## src/kts_pkg.sv

```systemverilog
// ----------------------------------------------------------------------------
// kts_pkg
// Types and constants for the keyframe track sampler.
// ----------------------------------------------------------------------------
package kts_pkg;
  localparam int unsigned MaxKeysDefault = 64;
  localparam int unsigned DataW = 32;
  localparam int unsigned CountW = 7;

  localparam logic OP_WRITE  = 1'b0;
  localparam logic OP_SAMPLE = 1'b1;

  localparam logic [2:0] REG_KEY_COUNT = 3'd0;
  localparam logic [2:0] REG_CONST_X   = 3'd1;
  localparam logic [2:0] REG_CONST_Y   = 3'd2;
  localparam logic [2:0] REG_CONST_Z   = 3'd3;
  localparam logic [2:0] REG_CONST_W   = 3'd4;

  typedef struct packed {
    logic        opcode;
    logic [5:0]  key_index;
    logic [31:0] key_time;
    logic [31:0] x;
    logic [31:0] y;
    logic [31:0] z;
    logic [31:0] w;
    logic [31:0] sample_time;
  } item_t;
endpackage

```

## src/kts_front.sv

```systemverilog
// ----------------------------------------------------------------------------
// kts_front
// Accepts items and holds them in a two-entry queue for the back end.
// ----------------------------------------------------------------------------
module kts_front
  import kts_pkg::*;
(
  input  logic  clk,
  input  logic  rst_n,
  input  logic  start,
  output logic  busy,
  input  item_t in_item,
  output logic  q_valid,
  output item_t q_item,
  input  logic  q_pop
);
  item_t      mem_r [2];
  logic       wp_r, rp_r, wp_nxt, rp_nxt;
  logic [1:0] cnt_r, cnt_nxt;
  logic       push;

  assign busy    = (cnt_r == 2'd2);
  assign push    = start && !busy;
  assign q_valid = (cnt_r != 2'd0);
  assign q_item  = mem_r[rp_r];

  always_comb begin
    wp_nxt  = push ? ~wp_r : wp_r;
    rp_nxt  = q_pop ? ~rp_r : rp_r;
    cnt_nxt = cnt_r + {1'b0, push} - {1'b0, q_pop};
  end

  always_ff @(posedge clk) begin
    if (!rst_n) begin
      wp_r  <= 1'b0;
      rp_r  <= 1'b0;
      cnt_r <= 2'd0;
    end else begin
      wp_r  <= wp_nxt;
      rp_r  <= rp_nxt;
      cnt_r <= cnt_nxt;
    end
  end

  always_ff @(posedge clk) begin
    if (push) begin
      mem_r[wp_r] <= in_item;
    end
  end
endmodule

```

## config.mk

```make
export PLATFORM = sky130hd
export DESIGN_NAME = kts_front
export DESIGN_NICKNAME = d
export VERILOG_FILES = /design/src/kts_pkg.sv /design/src/kts_front.sv
export SDC_FILE = /design/constraint.sdc
export NUM_CORES = 1
export LEC_CHECK = 0
export BUFFER_PORTS_ARGS = -buffer_cell sky130_fd_sc_hd__buf_2
export CAP_MARGIN = 20
export CORE_MARGIN = 2
export CORE_UTILIZATION = 49
export CTS_BUF_LIST = sky130_fd_sc_hd__clkbuf_4 sky130_fd_sc_hd__clkbuf_8
export CTS_CLUSTER_SIZE = 28
export DETAILED_ROUTE_END_ITERATION = 10
export PLACE_DENSITY_LB_ADDON = 0.12
export RECOVER_POWER = 100
export SLEW_MARGIN = 40
export SYNTH_ARGS = -nofsm -noshare
export SYNTH_HDL_FRONTEND = slang
export SYNTH_SLANG_ARGS = --single-unit
```

## constraint.sdc

```tcl
create_clock -name clk -period 11.61 [get_ports clk]
set_clock_uncertainty 0.2 [all_clocks]
set_input_delay 1.7415 -clock clk [delete_from_list [all_inputs] [get_ports clk]]
set_output_delay 1.7415 -clock clk [all_outputs]
set_load 0.01 [all_outputs]
```

# --- Yosys cells after proc, flatten, opt, wreduce, memory -nomap -nowiden ---
# Memory sizes are Yosys's and may differ from the RTL's. A register that Yosys moved wholly into a read port is not among the register bits.
# Index checks and enable logic that the tools add are counted.
totals:
  out_inout_bits: 201
  regBits: 4
  input_bits: 203
  wordCells: 16
  mem_count: 1
  ram_bits: 398
memory_table:
  columns: ["name", "depth", "width", "rd", "rd_clocked_by_memory_dff", "wr", "line", "source"]
  rows:
  - ["mem_r", 2, 199, 1, 1, 1, "kts_front.sv:17", "item_t mem_r [2];"]
op_classes:
  n_bitwise: 2
  n_mux: 4
  eq_ne: 1
  n_addsub: 2
  n_reduce_logical: 3
ops:
  columns: ["op", "count"]
  rows:
  - ["$mux W1", 4]
  - ["$add A2 B1 Y2", 1]
  - ["$eq A2 B2 Y1 const B", 1]
  - ["$not A1 Y1", 2]
  - ["$reduce_bool A2 Y1", 1]
  - ["$sub A2 B1 Y2", 1]
  - ["$logic_and A1 B1 Y1", 1]
  - ["$logic_not A1 Y1", 1]

# --- Depth between registers and ports, before layout ---
depth:
  word_depth: 5
  mapped_depth: 8

# --- Least setup slack after synthesis ---
# Ideal clock, no wire load.
synth_path:
  path_type: "input to register"
  from: "in start"
  to: "mem mem_r[0][0] in the netlist's numbering, enable pin"
  setup_ns: 0.761
  t_required_ns: 10.649
  setup_slack_ns: 0.564
  t_arrival_ns: 10.085
  stages: 2
  cell_sequence: "nand2_1 nor2_1"
synth_between:
  elab_chain_cells: 3
synth_lines:
  columns: ["item", "line", "source"]
  rows:
  - ["start, declared", "kts_front.sv:10", "input logic start,"]
  - ["$logic_and A1 B1 Y1", "kts_front.sv:23", "assign push = start && !busy;"]
  - ["$mux W1", "kts_front.sv:46", "if (push) begin"]
  - ["$mux W1 (not written as such)", "kts_front.sv:47", "mem_r[wp_r] <= in_item;"]
  - ["end, declared", "kts_front.sv:17", null]
# No other way between the ends.

# --- Worst setup path in the final report ---
layout_path:
  from: "in start"
  to: "mem mem_r[0][119] in the netlist's numbering, enable pin"
# The elaborated chain is that of the path after synthesis.

==> impl_results.md <==
- Post-CTS Setup Repair Bufs: 0
- Top-Level Pins: between 400 and 500
- Area share of and/or/nand/nor cells after synthesis: 0.359%
- Average detailed-routed wire length per instance: just under 20 um
- Post-layout worst setup margin: 4.95 ns
- Average vias per placed instance: about 4.9
- Number of fill cells: ~2500
- Outcome: finished, violations left
- Core Rows: 64
- Maximum number of pins on one net before global-route repair: 76
- Detailed-router iteration count before antenna repair: 4
- Routability-driven placement congestion ratio: roughly 0.76
- Congestion Overflow GR: 0
- Starting density of the core: 49.4%
- Peak ir drop on the vdd network: 127 uV
- FF+latch area: around 12000 um^2
- Critical path data required time: ~12 ns
- Post-CTS Hold Fix Bufs: 0
- Post-synthesis share of cell area spent on full adders, half adders and majority gates: 0.167%
- DP Wirelength: 20.0 mm
- Post-Synthesis Net Count: between 800 and 900
- Synth Area per Inst: roughly 23 um^2
- Area used by multi-input combinational logic: 2370 um^2
- Width of the die: ~180 um
- Arrival time at the worst endpoint: roughly 6.7 ns
- Number of clock sinks seen by CTS: approximately 400
- Element type at the critical path end: register
- Power density over cell area: between 150 and 200 nW/um^2
- Start point of the critical path: start
- Worst slew slack as a fraction of its limit: -188%
- Cells along the critical path: clkbuf_1 -> nand2_1 -> nor2_1 -> clkbuf_1 -> clkbuf_1 -> buf_12
- PortBufs: between 400 and 500
- Post-synthesis xor/xnor area fraction: less than 1%
- Most frequent CP cell: sky130_fd_sc_hd__clkbuf_1
- Global-route wire length before repair: 42.3 mm
- Maximum clock frequency: 150 MHz
- Worst Hold Launch: wp_r
- CP Buf/Inv Count: 4
- Number of antenna-violating nets in the routed design: 0
- Actual transition at the worst max-transition pin: 4.33 ns
- Leak Pwr: between 6 and 7 nW
- Post-synthesis instance area: between 10000 and 15000 um^2
- Final Routed Wirelength: 30.0 mm
- Critical path depth: 6
- Nets: 1303
- Reg-to-reg critical path startpoint: cnt_r[0]
- Critical path peak fanout: 46
- Floorplan die height: 179 um
- Share of post-route cells with drive strength above 1: around 38%
- Final Setup Violations: 0
- Kind of critical path: in2reg
- Vias in the first global route: 7760
- Hold Path Stages: 2
- Hold Path Class: reg2reg
- Number of cells on the worst reg-to-reg path: 6
- TritonCTS clock tree: built
- Post-synthesis register bit count: 403
- Sequential element share of the synthesized area: between 80% and 90%
- Post-detailed-route DRC marker count: 0
- Resized cells post-CTS: 0
- Layout overhead on the synthesized area: 19.6%
- Cell with the largest stage delay on the worst path: sky130_fd_sc_hd__clkbuf_1
- Synth unique cells: 17
- Clock transition at the registers of the reported paths: 0.06 ns
- Number of DRC violations after detailed-routing iteration 0: 459
- Launching element type of the critical path: primary input
- Post-layout minimum cycle time: between 6 and 7 ns
- Top Family by Delay on Critical Path: buffers and inverters
- Number of buffers between clock root and the deepest sink: 3
- Multiplexer area fraction after synthesis: 17.5%
- CTS H-Tree Depth: 2
- Yosys warnings: 0
- Reported max-cap violation count: 11
- Number of failing hold endpoints at the final stage: 0
- Ratio of final minimum period to clock period: a little under three fifths
- Violations in the final reports: max-capacitance violations, max-slew violations
- Core Region: 30300 um^2
- Fraction of the mapped netlist area in compound gates: 0%
- Cell at the root of the clock tree: sky130_fd_sc_hd__clkbuf_8
- Overall Global Routing Usage: approximately 18%
- Worst-case setup slack after placement: 7.09 ns
- Setup repair after global routing missed its margin: no
- Dominant combinational cell family by area after synthesis: multiplexers
- Antenna violations before repair: 9
- Skew-Pair Late Insertion Delay: 0.57 ns
- Slew Limit Fails: roughly 550
- Fin Setup TNS: 0 ns
- Area of the die: between 30000 and 40000 um^2
- Synthesized instance count: ~640
- Clock buffers created by TritonCTS: 60
- Crit path largest cell delay: around 2.0 ns
- Total via count after detailed routing: 7618
==> path summary, 6_finish.rpt <==
path | endpoint | slack, ns
worst min register to register | wp_r | 0.31
worst min-delay path | wp_r | 0.31
worst max register to register | mem_r[0][119] | 5.71
worst max-delay path | mem_r[0][119] | 4.95
==> worst register-to-register path: stages (launching register included) <==
cell and delay, ns:
sky130_fd_sc_hd__dfxtp_1 0.35, sky130_fd_sc_hd__nand2b_1 0.15, sky130_fd_sc_hd__nand2_1 0.11, sky130_fd_sc_hd__nor2_1 1.24
sky130_fd_sc_hd__clkbuf_1 2.02, sky130_fd_sc_hd__clkbuf_1 1.13, sky130_fd_sc_hd__buf_12 0.34
==> kinds of logic (layout without fill, tap and decap cells) <==
| group | count (synthesis) | count (layout) |
|---|---|---|
| DFF | 403 | 403 |
| muxes | 200 | 200 |
| buffers and inverters | 25 | 523 |
| and+or+nand+nor | 11 | 11 |
| xor gates and xnor gates | 3 | 3 |
| adders and majority gates | 2 | 2 |
| other | 0 | 8 |
==> layer usage <==
metal | part of all wire, % | global-route usage (%)
met3 | 11 | 6.62
met1 | 37 | 20.5
met4 | 2.7 | 6.71
met5 | 0.16 | 0
met2 | 50 | 29.7
==> sequential cells by signal, summed over array words and instances (netlist names), named ones only <==
name   cells
cnt_r      2
wp_r       1
mem_r    398
rp_r       1
==> area by class of cell <==
type                            count  area share, %
Antenna cell                        8          0.112
Clock buffer                       90           5.90
Clock inverter                     16          0.356
Inverter                            3         0.0628
Multi-Input combinational cell    216           13.2
Sequential cell                   403           67.2
Tap cell                          396           2.76
Timing Repair Buffer              414           10.4
==> stage by stage <==
stage / std cells / hold slack [ns] / power, W / instance area [um^2] / utilization [%]
final: 1546 / 0.310 / 0.00353 / 17900 / 59.1
after global routing: 1541 / 0.333 / 0.00370 / 17900 / 59.0
after CTS: 1538 / 0.329 / 0.00365 / 18600 / 61.3
after detailed placement: 1432 / 0.305 / 0.00258 / 17500 / 57.6
after global placement: 1428 / 0.301 / 0.00256 / 17400 / 57.3
after floorplan: 644 / 0.255 / 0.00236 / 15000 / -
==> power breakdown <==
group,switching (W),leakage (nW),internal (W)
logic,0.000349,2.00,0.000209
registers,0.0000403,3.75,0.00187
clock network,0.000489,0.604,0.000575
==> Yosys cell counts, drive strengths merged <==
cell | number | area share, %
and2 | 1 | 0.042
and3 | 1 | 0.042
buf | 22 | 1.3
dfxtp | 5 | 0.67
edfxtp | 398 | 80
ha | 2 | 0.17
inv | 3 | 0.075
mux2 | 199 | 17
mux2i | 1 | 0.067
nand2 | 2 | 0.050
nand2b | 2 | 0.083
nor2 | 4 | 0.10
or2 | 1 | 0.042
xnor2 | 2 | 0.12
xor2 | 1 | 0.058
==> placed cells by master (no fill, tap or decap), types with 2 or more instances in the layout <==
master	count
sky130_fd_sc_hd__buf_2	235
sky130_fd_sc_hd__clkbuf_1	178
sky130_fd_sc_hd__clkbuf_4	29
sky130_fd_sc_hd__clkbuf_8	61
sky130_fd_sc_hd__clkinv_1	13
sky130_fd_sc_hd__clkinv_2	3
sky130_fd_sc_hd__dfxtp_1	5
sky130_fd_sc_hd__diode_2	8
sky130_fd_sc_hd__edfxtp_1	398
sky130_fd_sc_hd__ha_1	2
sky130_fd_sc_hd__inv_1	3
sky130_fd_sc_hd__mux2_1	98
sky130_fd_sc_hd__mux2_2	98
sky130_fd_sc_hd__mux2_4	3
sky130_fd_sc_hd__nand2_1	2
sky130_fd_sc_hd__nand2b_1	2
sky130_fd_sc_hd__nor2_1	4
sky130_fd_sc_hd__xnor2_1	2
Note: power is estimated with default switching activity, not from simulation.
